[config.mk]
export PLATFORM = sky130hd
export DESIGN_NAME = gjk_intersection_step_core
export DESIGN_NICKNAME = d
export VERILOG_FILES = /design/src/rtl/gjkis_pkg.sv /design/src/rtl/gjk_intersection_step_core.sv
export SDC_FILE = /design/constraint.sdc
export NUM_CORES = 2
export LEC_CHECK = 0
export BUFFER_PORTS_ARGS = -buffer_cell sky130_fd_sc_hd__buf_2
export CAP_MARGIN = 20
export CORE_MARGIN = 2
export CORE_UTILIZATION = 35
export DETAILED_ROUTE_END_ITERATION = 6
export HOLD_SLACK_MARGIN = 0.02
export PLACE_DENSITY = 0.63
export SLEW_MARGIN = 20
export SYNTH_ARGS = -nofsm -noshare
export SYNTH_HDL_FRONTEND = slang
export SYNTH_SLANG_ARGS = --single-unit
[constraint.sdc]
create_clock -name clk -period 11.63 [get_ports clk]
set_clock_uncertainty 0.05 [all_clocks]
set_input_delay 1.163 -clock clk [delete_from_list [all_inputs] [get_ports clk]]
set_output_delay 1.163 -clock clk [all_outputs]
set_load 0.02 [all_outputs]
[src/rtl/gjkis_pkg.sv]
// Types, constants and helper functions of the GJK intersection step core.
package gjkis_pkg;

  localparam int COORD_BITS = 12;
  localparam int PT_W       = 12;
  localparam int NW         = COORD_BITS + 2;
  localparam int DIR_W      = 42;
  localparam int PROD_W     = DIR_W + NW;
  localparam int ACC_W      = PROD_W + 2;
  localparam int IT_W       = 6;
  localparam int ADDR_W     = 3;
  localparam int DATA_W     = 32;

  localparam logic [IT_W-1:0] MAX_ITER_RESET = IT_W'(32);
  localparam logic            REG_MAX_ITER   = 1'b0;
  localparam logic            FUNC_START     = 1'b0;

  typedef logic signed [NW-1:0] ncomp_t;
  typedef logic [2:0][NW-1:0]    nvec_t;
  typedef logic [2:0][DIR_W-1:0] dvec_t;

  typedef enum logic [1:0] {
    STAT_QUERY   = 2'd0,
    STAT_SEP     = 2'd1,
    STAT_HIT     = 2'd2,
    STAT_IDLE_PT = 2'd3
  } status_t;

  typedef enum logic [3:0] {
    PH_IDLE   = 4'b0001,
    PH_FIRST  = 4'b0010,
    PH_SECOND = 4'b0100,
    PH_LOOP   = 4'b1000
  } phase_t;

  typedef enum logic [2:0] {
    W_DIR, W_W0, W_W1, W_W2, W_AB, W_AC, W_AD
  } wsel_t;

  typedef enum logic [2:0] {
    N_A, N_AB, N_AC, N_AD, N_AO
  } nsel_t;

  typedef enum logic [1:0] {
    D_W0, D_W1, D_W2, D_DIR
  } dst_t;

  // One operation of the shared multiply-accumulate unit.
  typedef struct packed {
    logic  is_dot;
    wsel_t wsel;
    nsel_t nsel;
    logic  neg;
    dst_t  dst;
  } op_t;

  function automatic ncomp_t sext_pt(input logic [PT_W-1:0] v);
    logic signed [COORD_BITS-1:0] t;
    t = v[COORD_BITS-1:0];
    return NW'(t);
  endfunction

  function automatic dvec_t widen(input nvec_t v);
    dvec_t r;
    for (int k = 0; k < 3; k++) begin
      r[k] = DIR_W'($signed(v[k]));
    end
    return r;
  endfunction

  function automatic dvec_t neg_d(input dvec_t v);
    dvec_t r;
    for (int k = 0; k < 3; k++) begin
      r[k] = DIR_W'(-$signed(v[k]));
    end
    return r;
  endfunction

  // Component index (i + k) mod 3.
  function automatic logic [1:0] rot(input logic [1:0] i, input logic [1:0] k);
    logic [2:0] s;
    s = {1'b0, i} + {1'b0, k};
    return (s >= 3'd3) ? 2'(s - 3'd3) : s[1:0];
  endfunction

endpackage

[src/rtl/gjk_intersection_step_core.sv]
// Top level of the GJK intersection step core with its shared multiply-accumulate unit.
//
// Channel   Direction  Handshake            Payload
// in        to core    in_valid / in_ready  func, pt_x, pt_y, pt_z
// out       from core  out_valid / out_ready status, dir_x, dir_y, dir_z
// cfg       to core    APB psel / penable   max_iterations at byte address 0
//
// A start item, a point while idle and the first point need no products.
// A later point runs dot and cross products, and every product goes one at a
// time through a single 42 x 14 bit multiplier followed by one accumulator.
// Reset is synchronous; no item is taken while a point is being worked on.
// A finished result waits in the output register while the next item is taken;
// while that register is still full the core stalls before it becomes ready.
module gjk_intersection_step_core (
  input  logic                              clk,
  input  logic                              rst,
  input  logic                              in_valid,
  output logic                              in_ready,
  input  logic                              func,
  input  logic signed [gjkis_pkg::PT_W-1:0] pt_x,
  input  logic signed [gjkis_pkg::PT_W-1:0] pt_y,
  input  logic signed [gjkis_pkg::PT_W-1:0] pt_z,
  output logic                              out_valid,
  input  logic                              out_ready,
  output logic [1:0]                        status,
  output logic signed [gjkis_pkg::DIR_W-1:0] dir_x,
  output logic signed [gjkis_pkg::DIR_W-1:0] dir_y,
  output logic signed [gjkis_pkg::DIR_W-1:0] dir_z,
  input  logic                              psel,
  input  logic                              penable,
  input  logic                              pwrite,
  input  logic [gjkis_pkg::ADDR_W-1:0]      paddr,
  input  logic [gjkis_pkg::DATA_W-1:0]      pwdata,
  output logic [gjkis_pkg::DATA_W-1:0]      prdata,
  output logic                              pready
);

  typedef enum logic [23:0] {
    ST_IDLE = 24'h000001,
    ST_PUT  = 24'h000002,
    S2_DOT  = 24'h000004,
    S2_C1   = 24'h000008,
    S2_C2   = 24'h000010,
    S2_FIX  = 24'h000020,
    L_DOT   = 24'h000040,
    T_NRM   = 24'h000080,
    T_C1    = 24'h000100,
    T_D1    = 24'h000200,
    T_C2    = 24'h000400,
    T_C3    = 24'h000800,
    T_C4    = 24'h001000,
    T_D2    = 24'h002000,
    T_C5    = 24'h004000,
    T_C6    = 24'h008000,
    T_D3    = 24'h010000,
    Q_F1    = 24'h020000,
    Q_D1    = 24'h040000,
    Q_F2    = 24'h080000,
    Q_D2    = 24'h100000,
    Q_F3    = 24'h200000,
    Q_D3    = 24'h400000,
    ST_FIN  = 24'h800000
  } state_t;

  state_t                          state;
  gjkis_pkg::phase_t               phase;
  gjkis_pkg::status_t              res_status;
  logic [gjkis_pkg::IT_W-1:0]      iter;
  logic [gjkis_pkg::IT_W-1:0]      max_it;
  logic                            size3;
  logic [2:0]                      cnt;

  gjkis_pkg::nvec_t pa, pb, pc, pd, vab, vac, vad, vao;
  gjkis_pkg::dvec_t w0, w1, w2, sdir;

  logic signed [gjkis_pkg::PROD_W-1:0] prod_q;
  logic signed [gjkis_pkg::ACC_W-1:0]  acc;

  gjkis_pkg::op_t   op;
  logic             is_op;
  logic [2:0]       last_cnt;
  logic             op_done;
  logic [1:0]       comp_i, wi, ni;
  logic [2:0]       jj;
  gjkis_pkg::dvec_t wvec;
  gjkis_pkg::nvec_t nvec;
  logic signed [gjkis_pkg::DIR_W-1:0]  wop;
  logic signed [gjkis_pkg::NW-1:0]     nop;
  logic signed [gjkis_pkg::ACC_W-1:0]  acc_base, acc_sum;
  logic                                first_term, sub_term, eng_wr;
  logic [1:0]                          wcomp;
  logic [gjkis_pkg::DIR_W-1:0]         dval;
  logic                                dot_neg, dot_pos;

  logic                            accept, put_load, cfg_wr;
  gjkis_pkg::nvec_t                p_in, dab, dac, dad, dao;
  logic [gjkis_pkg::IT_W-1:0]      iter_inc;

  assign in_ready = (state == ST_IDLE);
  assign accept   = in_valid && in_ready;
  assign put_load = (state == ST_PUT) && (!out_valid || out_ready);
  assign pready   = 1'b1;
  assign cfg_wr   = psel && penable && pwrite &&
                    (paddr[gjkis_pkg::ADDR_W-1:2] == gjkis_pkg::REG_MAX_ITER);
  assign prdata   = (paddr[gjkis_pkg::ADDR_W-1:2] == gjkis_pkg::REG_MAX_ITER) ?
                    gjkis_pkg::DATA_W'(max_it) : '0;

  assign p_in[0] = gjkis_pkg::sext_pt(pt_x);
  assign p_in[1] = gjkis_pkg::sext_pt(pt_y);
  assign p_in[2] = gjkis_pkg::sext_pt(pt_z);

  // Edge vectors from the new point; on the second point the line edge is c - p.
  always_comb begin
    for (int k = 0; k < 3; k++) begin
      dab[k] = (phase == gjkis_pkg::PH_SECOND) ?
               gjkis_pkg::NW'($signed(pc[k]) - $signed(p_in[k])) :
               gjkis_pkg::NW'($signed(pb[k]) - $signed(p_in[k]));
      dac[k] = gjkis_pkg::NW'($signed(pc[k]) - $signed(p_in[k]));
      dad[k] = gjkis_pkg::NW'($signed(pd[k]) - $signed(p_in[k]));
      dao[k] = gjkis_pkg::NW'(-$signed(p_in[k]));
    end
  end

  // Operation run by the shared unit in each working state.
  always_comb begin
    op    = '{is_dot: 1'b1, wsel: gjkis_pkg::W_DIR, nsel: gjkis_pkg::N_A,
              neg: 1'b0, dst: gjkis_pkg::D_W0};
    is_op = 1'b1;
    case (state)
      S2_DOT, L_DOT: begin
        op.wsel = gjkis_pkg::W_DIR; op.nsel = gjkis_pkg::N_A;
      end
      S2_C1: begin
        op.is_dot = 1'b0; op.wsel = gjkis_pkg::W_AB; op.nsel = gjkis_pkg::N_AO;
        op.dst = gjkis_pkg::D_W0;
      end
      S2_C2: begin
        op.is_dot = 1'b0; op.wsel = gjkis_pkg::W_W0; op.nsel = gjkis_pkg::N_AB;
        op.dst = gjkis_pkg::D_DIR;
      end
      T_NRM, Q_F1: begin
        op.is_dot = 1'b0; op.wsel = gjkis_pkg::W_AB; op.nsel = gjkis_pkg::N_AC;
        op.dst = gjkis_pkg::D_W0;
      end
      T_C1: begin
        // ab x nrm is the negation of nrm x ab.
        op.is_dot = 1'b0; op.wsel = gjkis_pkg::W_W0; op.nsel = gjkis_pkg::N_AB;
        op.neg = 1'b1; op.dst = gjkis_pkg::D_W1;
      end
      T_D1, T_D2: begin
        op.wsel = gjkis_pkg::W_W1; op.nsel = gjkis_pkg::N_AO;
      end
      T_C2: begin
        op.is_dot = 1'b0; op.wsel = gjkis_pkg::W_AB; op.nsel = gjkis_pkg::N_AO;
        op.dst = gjkis_pkg::D_W2;
      end
      T_C3: begin
        op.is_dot = 1'b0; op.wsel = gjkis_pkg::W_W2; op.nsel = gjkis_pkg::N_AB;
        op.dst = gjkis_pkg::D_DIR;
      end
      T_C4: begin
        op.is_dot = 1'b0; op.wsel = gjkis_pkg::W_W0; op.nsel = gjkis_pkg::N_AC;
        op.dst = gjkis_pkg::D_W1;
      end
      T_C5: begin
        op.is_dot = 1'b0; op.wsel = gjkis_pkg::W_AC; op.nsel = gjkis_pkg::N_AO;
        op.dst = gjkis_pkg::D_W2;
      end
      T_C6: begin
        op.is_dot = 1'b0; op.wsel = gjkis_pkg::W_W2; op.nsel = gjkis_pkg::N_AC;
        op.dst = gjkis_pkg::D_DIR;
      end
      T_D3, Q_D1, Q_D2, Q_D3: begin
        op.wsel = gjkis_pkg::W_W0; op.nsel = gjkis_pkg::N_AO;
      end
      Q_F2: begin
        op.is_dot = 1'b0; op.wsel = gjkis_pkg::W_AC; op.nsel = gjkis_pkg::N_AD;
        op.dst = gjkis_pkg::D_W0;
      end
      Q_F3: begin
        op.is_dot = 1'b0; op.wsel = gjkis_pkg::W_AD; op.nsel = gjkis_pkg::N_AB;
        op.dst = gjkis_pkg::D_W0;
      end
      default: is_op = 1'b0;
    endcase
  end

  assign last_cnt = op.is_dot ? 3'd3 : 3'd6;
  assign op_done  = is_op && (cnt == last_cnt);

  // Issue side: product number cnt, two per cross component, one per dot term.
  assign comp_i = op.is_dot ? cnt[1:0] : cnt[2:1];
  assign wi = op.is_dot ? comp_i : gjkis_pkg::rot(comp_i, cnt[0] ? 2'd2 : 2'd1);
  assign ni = op.is_dot ? comp_i : gjkis_pkg::rot(comp_i, cnt[0] ? 2'd1 : 2'd2);

  always_comb begin
    case (op.wsel)
      gjkis_pkg::W_DIR: wvec = sdir;
      gjkis_pkg::W_W0:  wvec = w0;
      gjkis_pkg::W_W1:  wvec = w1;
      gjkis_pkg::W_W2:  wvec = w2;
      gjkis_pkg::W_AB:  wvec = gjkis_pkg::widen(vab);
      gjkis_pkg::W_AC:  wvec = gjkis_pkg::widen(vac);
      gjkis_pkg::W_AD:  wvec = gjkis_pkg::widen(vad);
      default:          wvec = sdir;
    endcase
    case (op.nsel)
      gjkis_pkg::N_A:  nvec = pa;
      gjkis_pkg::N_AB: nvec = vab;
      gjkis_pkg::N_AC: nvec = vac;
      gjkis_pkg::N_AD: nvec = vad;
      gjkis_pkg::N_AO: nvec = vao;
      default:         nvec = pa;
    endcase
  end

  assign wop = $signed(wvec[wi]);
  assign nop = $signed(nvec[ni]);

  // Accumulate side: works on the product issued in the previous cycle.
  assign jj         = cnt - 3'd1;
  assign first_term = op.is_dot ? (jj == 3'd0) : !jj[0];
  assign sub_term   = !op.is_dot && jj[0];
  assign acc_base   = first_term ? '0 : acc;
  assign acc_sum    = sub_term ? acc_base - gjkis_pkg::ACC_W'(prod_q) :
                                 acc_base + gjkis_pkg::ACC_W'(prod_q);
  assign eng_wr     = is_op && !op.is_dot && (cnt != 3'd0) && jj[0];
  assign wcomp      = jj[2:1];
  assign dval       = gjkis_pkg::DIR_W'(op.neg ? -acc_sum : acc_sum);
  assign dot_neg    = acc_sum[gjkis_pkg::ACC_W-1];
  assign dot_pos    = !dot_neg && (acc_sum != '0);
  assign iter_inc   = iter + 1'b1;

  always_ff @(posedge clk) begin
    prod_q <= wop * nop;
    if (is_op && cnt != 3'd0) begin
      acc <= acc_sum;
    end
    if (eng_wr) begin
      case (op.dst)
        gjkis_pkg::D_W0:  w0[wcomp]   <= dval;
        gjkis_pkg::D_W1:  w1[wcomp]   <= dval;
        gjkis_pkg::D_W2:  w2[wcomp]   <= dval;
        gjkis_pkg::D_DIR: sdir[wcomp] <= dval;
        default:          w0[wcomp]   <= dval;
      endcase
    end
    if (accept && func != gjkis_pkg::FUNC_START &&
        (phase == gjkis_pkg::PH_SECOND || phase == gjkis_pkg::PH_LOOP)) begin
      pa  <= p_in;
      vab <= dab;
      vac <= dac;
      vad <= dad;
      vao <= dao;
    end
    if (put_load) begin
      status <= res_status;
      if (res_status == gjkis_pkg::STAT_QUERY) begin
        dir_x <= sdir[0];
        dir_y <= sdir[1];
        dir_z <= sdir[2];
      end else begin
        dir_x <= '0;
        dir_y <= '0;
        dir_z <= '0;
      end
    end
    if (rst) begin
      pb   <= '0;
      pc   <= '0;
      pd   <= '0;
      sdir <= '0;
    end else begin
      case (state)
        ST_IDLE: begin
          if (accept) begin
            if (func == gjkis_pkg::FUNC_START) begin
              sdir <= gjkis_pkg::widen(p_in);
            end else if (phase == gjkis_pkg::PH_FIRST) begin
              pc   <= p_in;
              sdir <= gjkis_pkg::neg_d(gjkis_pkg::widen(p_in));
            end else if (phase == gjkis_pkg::PH_SECOND) begin
              pb <= p_in;
            end
          end
        end
        S2_FIX: begin
          // The origin lies on the line: take a direction normal to the edge.
          if (sdir == '0) begin
            sdir[0] <= '0;
            sdir[2] <= '0;
            if (vab[1] == '0 && vab[2] == '0) begin
              sdir[1] <= gjkis_pkg::DIR_W'($signed(vab[0]));
            end else begin
              sdir[1] <= gjkis_pkg::DIR_W'($signed(vab[2]));
              sdir[2] <= gjkis_pkg::DIR_W'(-$signed(vab[1]));
            end
          end
        end
        T_C3: if (op_done) pc <= pa;
        T_C6: if (op_done) pb <= pa;
        T_D3: begin
          if (op_done) begin
            pb <= pa;
            if (dot_pos) begin
              pd   <= pc;
              pc   <= pb;
              sdir <= w0;
            end else begin
              pd   <= pb;
              sdir <= gjkis_pkg::neg_d(w0);
            end
          end
        end
        Q_D1: begin
          if (op_done && dot_pos) begin
            pd   <= pc;
            pc   <= pb;
            pb   <= pa;
            sdir <= w0;
          end
        end
        Q_D2: begin
          if (op_done && dot_pos) begin
            pb   <= pa;
            sdir <= w0;
          end
        end
        Q_D3: begin
          if (op_done && dot_pos) begin
            pc   <= pd;
            pd   <= pb;
            pb   <= pa;
            sdir <= w0;
          end
        end
        default: ;
      endcase
    end
  end

  // Sequencer and control registers.
  always_ff @(posedge clk) begin
    if (rst) begin
      state      <= ST_IDLE;
      phase      <= gjkis_pkg::PH_IDLE;
      res_status <= gjkis_pkg::STAT_QUERY;
      iter       <= '0;
      max_it     <= gjkis_pkg::MAX_ITER_RESET;
      size3      <= 1'b0;
      cnt        <= '0;
      out_valid  <= 1'b0;
    end else begin
      if (cfg_wr) begin
        max_it <= pwdata[gjkis_pkg::IT_W-1:0];
      end
      cnt <= (op_done || !is_op) ? 3'd0 : cnt + 3'd1;
      if (put_load) begin
        out_valid <= 1'b1;
      end else if (out_ready) begin
        out_valid <= 1'b0;
      end
      case (state)
        ST_IDLE: begin
          if (accept) begin
            if (func == gjkis_pkg::FUNC_START) begin
              size3      <= 1'b0;
              iter       <= '0;
              phase      <= gjkis_pkg::PH_FIRST;
              res_status <= gjkis_pkg::STAT_QUERY;
              state      <= ST_PUT;
            end else begin
              case (phase)
                gjkis_pkg::PH_IDLE: begin
                  res_status <= gjkis_pkg::STAT_IDLE_PT;
                  state      <= ST_PUT;
                end
                gjkis_pkg::PH_FIRST: begin
                  phase      <= gjkis_pkg::PH_SECOND;
                  res_status <= gjkis_pkg::STAT_QUERY;
                  state      <= ST_PUT;
                end
                gjkis_pkg::PH_SECOND: state <= S2_DOT;
                default:              state <= L_DOT;
              endcase
            end
          end
        end
        ST_PUT: if (put_load) state <= ST_IDLE;
        S2_DOT, L_DOT: begin
          if (op_done) begin
            if (dot_neg) begin
              phase      <= gjkis_pkg::PH_IDLE;
              res_status <= gjkis_pkg::STAT_SEP;
              state      <= ST_PUT;
            end else if (state == S2_DOT) begin
              state <= S2_C1;
            end else begin
              state <= size3 ? Q_F1 : T_NRM;
            end
          end
        end
        S2_C1:  if (op_done) state <= S2_C2;
        S2_C2:  if (op_done) state <= S2_FIX;
        S2_FIX: begin
          size3      <= 1'b0;
          phase      <= gjkis_pkg::PH_LOOP;
          res_status <= gjkis_pkg::STAT_QUERY;
          state      <= ST_PUT;
        end
        T_NRM: if (op_done) state <= T_C1;
        T_C1:  if (op_done) state <= T_D1;
        T_D1:  if (op_done) state <= dot_pos ? T_C2 : T_C4;
        T_C2:  if (op_done) state <= T_C3;
        T_C3: begin
          if (op_done) begin
            size3 <= 1'b0;
            state <= ST_FIN;
          end
        end
        T_C4:  if (op_done) state <= T_D2;
        T_D2:  if (op_done) state <= dot_pos ? T_C5 : T_D3;
        T_C5:  if (op_done) state <= T_C6;
        T_C6: begin
          if (op_done) begin
            size3 <= 1'b0;
            state <= ST_FIN;
          end
        end
        T_D3: begin
          if (op_done) begin
            size3 <= 1'b1;
            state <= ST_FIN;
          end
        end
        Q_F1:  if (op_done) state <= Q_D1;
        Q_D1:  if (op_done) state <= dot_pos ? ST_FIN : Q_F2;
        Q_F2:  if (op_done) state <= Q_D2;
        Q_D2:  if (op_done) state <= dot_pos ? ST_FIN : Q_F3;
        Q_F3:  if (op_done) state <= Q_D3;
        Q_D3: begin
          if (op_done) begin
            if (dot_pos) begin
              state <= ST_FIN;
            end else begin
              phase      <= gjkis_pkg::PH_IDLE;
              res_status <= gjkis_pkg::STAT_HIT;
              state      <= ST_PUT;
            end
          end
        end
        ST_FIN: begin
          // A limit of zero ends the run on the first loop point as well.
          iter <= iter_inc;
          if (iter_inc >= max_it) begin
            phase      <= gjkis_pkg::PH_IDLE;
            res_status <= gjkis_pkg::STAT_SEP;
          end else begin
            res_status <= gjkis_pkg::STAT_QUERY;
          end
          state <= ST_PUT;
        end
        default: state <= ST_IDLE;
      endcase
    end
  end

endmodule

==> flow_summary.toml <==
[worst_setup_path]
slowest_delay_ns = 0.58
slowest_stage = "fa_2"
critPathRequiredTime_ns = 12.30
r2r-start = "state[3]$_SDFFE_PP0P_"
r2r_end = "prod_q[54]$_DFF_P_"
worstSetupPathType = "register to register"
critPathCaptureType = "register"
rrSetupSlack_ns = 0.12
arrival_ns = 12.18
worstSetupStartpointType = "register"
critical_path_buf_inv_count = 8
crit_fanout = 8
r2r_cells = 47
crit_family = "adder cells"
crit_top_cell = "fa_2"

[floorplan]
io_pins = 242
rows = 183
die_x_microns = 504.0
die_area_sq_um = 254000
core_area_sq_um = 248700
initial_utilization_pct = 35.19
die_height_microns = 504.0

[logic_synthesis]
yosys.area.top_type = "edfxtp_1"
syn_avg_cell_area_sq_um = 9.024
synth-seq-cells = 1114
syn_area_sq_um = 87510
yosys-top-cells-area = "edfxtp_1, fa_1, dfxtp_1"
ys.flop_type = "edfxtp_1"
yosysTopAreaCellShare_pct = 26.25
yosys.cell_types.count = 110
synth-seq-area-share_pct = 34.23
yosysWarningCount = 0
synthArstFlopShare_pct = 0
ys_top_cells_by_count = "nand2_1, nor2_1, inv_1"
synthCells = 9697
synth-edff-count = 765
synth.most_common_cell = "nand2_1"

[run_status]
violations = "design-rule violations"
status = "finished with violations"

[detailed_routing]
m1WireLength_mm = 167.8
top_layer = "met5"
wl_met3_mm = 44.57
via_count = 83490
met2_length_mm = 177.3
dr.pass1.iters = 7
ant_nets = 0
via_per_inst = 6.101
drc_errors = 2
first_iter_violations = 12565
routedWlPerCell_microns = 30.74
wirelength_mm = 420.7

[cells_and_area]
area_growth_syn_to_layout_pct = 18.23
layout.cells.non_filler = 13684
finish.instance_area_sq_um = 103500
multi_input_area_sq_um = 53610
nFillCells = 24334
drive_gt1_share_pct = 15.36
final_util_pct = 41.61
nNetsFinal = 11189
ff_latch_area_sq_um = 29970

[run]
maxCapViolCount = 0

[timing]
fin_crit_ns = 11.51
period_share_pct = 98.96
max_slew.worst_pin.slew_ns = 1.360
relSlewSlack_pct = 8.699
fmax_ghz = 0.08689
finalSetupViolations = 0
hold_viol_final = 0
hold_slack_ns = 0.4178
rsz0062_at_grt = "true"
slew_viol_final = 0

[placed_design]
place_area_sq_um = 96960
dpl.hpwl_mm = 318.7
dp.cells = 13352
gp_congestion = 1.040
portBuffers = 186

[grt]
grt-ovfl-total = 0
grt_pass1_vias = 80369
grt_start_max_net_pins = 127
track_usage_pct = 31.89
grt_antenna_before_repair = 32
grt_pass1_wl_mm = 592.9

[min_path]
hp-class = "register to register"
whs_path_depth = 2
min_from = "state[21]$_SDFFE_PP0P_"
min_to = "state[21]$_SDFFE_PP0P_"

[pwr]
p_per_area_nw_per_um2 = 337.0
peakVddDrop_uv = 574.0
p_leak_uw = 0.04103

[clock_tree]
cts_tree = "done"
cts_root_buf = "clkbuf_16"
cts_buffer_depth = 3
htree_levels = 4
path_clk_slew_ns = 0.07
numCtsBuffers = 133
cts.sinks = 1114
clk_latency_ns = 0.81
holdBufCountCts = 0
[what timing repair did]
| action | CTS | global route |
|---|---|---|
| gates cloned | 1 | 2 |
| setup endpoints to repair | 20 | 21 |
| buffers inserted | 45 | 30 |
| gates resized for setup | 125 | 219 |
| pin swaps | 89 | 143 |
[logic make-up after synthesis]
kind of cell / share of synthesized area [%]
AO/OA/AOI/OAI: 19.76
XOR/XNOR: 2.993
adder cells (fa/ha/maj): 17.31
buffers and inverters: 6.385
flip-flops: 34.23
multiplexers: 1.370
other: 0.008582
AND/OR/NAND/NOR: 17.95
[state kept, by name, indices dropped and copies added, names as in the netlist, 56 cells and up]
signal / count
acc: 58
prod_q: 56
sdir: 126
w0: 126
w1: 126
w2: 126
[cell usage in the layout, fill, tap and decap left out, types with 41 or more instances in the layout]
master,instances
a31oi_1,83
edfxtp_1,765
fa_1,524
buf_12,76
inv_1,759
ha_1,322
a211oi_1,157
nor3_1,155
clkbuf_16,141
a21o_1,134
a21oi_1,556
mux2i_1,95
o21a_1,41
nor2b_1,139
a22oi_1,51
dfxtp_1,340
buf_6,42
and2_1,295
and3_1,98
o211ai_1,94
o31ai_1,64
nand4_1,66
xnor2_1,218
xor2_1,76
a222oi_1,148
o21ai_1,42
a21boi_0,81
nand2b_1,81
nand3_1,166
buf_4,679
o22ai_1,104
buf_2,185
or3_1,89
nor2_1,766
nand2_1,1060
a221oi_1,43
nor4_1,93
a311oi_1,48
o21ai_0,536
[metrics by stage]
step                setup slack [ns]  total power, uW   TNS, ns
finish                        0.1213            34860         0
global route                 -0.1710            37240   -0.6292
CTS                         -0.04113            34210  -0.04113
detailed placement           -0.8122            29450    -6.823
global placement             -0.7556            29080    -6.168
floorplan                    0.02074            19760         0
[final cells by class]
cell class              instances  area share (%)
inverters                     794           2.881
clock buffers                 178           3.610
well taps                    3330           4.027
clock inverters                61          0.6301
flip-flops and latches       1114           28.97
diodes                         24         0.05805
multi-input cells            7185           51.81
repair buffers                998           8.013
[how the worst max path moves through the flow]
stage | from | endpoint | cells past startpoint | slack, ns
final | state[3]$_SDFFE_PP0P_ | prod_q[54]$_DFF_P_ | 47 | 0.12
after global routing | state[3]$_SDFFE_PP0P_ | prod_q[54]$_DFF_P_ | 47 | -0.17
after CTS | state[1]$_SDFFE_PP0P_ | prod_q[55]$_DFF_P_ | 44 | -0.04
after detailed placement | state[8]$_SDFFE_PP0P_ | prod_q[55]$_DFF_P_ | 48 | -0.81
after global placement | state[8]$_SDFFE_PP0P_ | prod_q[55]$_DFF_P_ | 48 | -0.76
after floorplan | state[0]$_SDFFE_PP1P_ | prod_q[55]$_DFF_P_ | 46 | 0.02
[worst min-delay path: cells and delay by family, from the launching register on]
family             cells  cell delay [ns]
DFF                    1             0.33
and+or+nand+nor        1             0.05
AOI/OAI and AO/OA      1             0.05
[where the power goes]
group | total, uW | internal (uW) | switching (uW)
combinational | 24500 | 10100 | 14400
clock | 4360 | 2490 | 1870
sequential | 5980 | 5430 | 559
[per-layer routing]
layer	track usage, %	vias up
met5	0	-
met4	19.08	18
met3	6.894	1128
met2	47.05	5263
met1	42.76	41364
li1	-	35717
(Power assumes the default switching activity.)
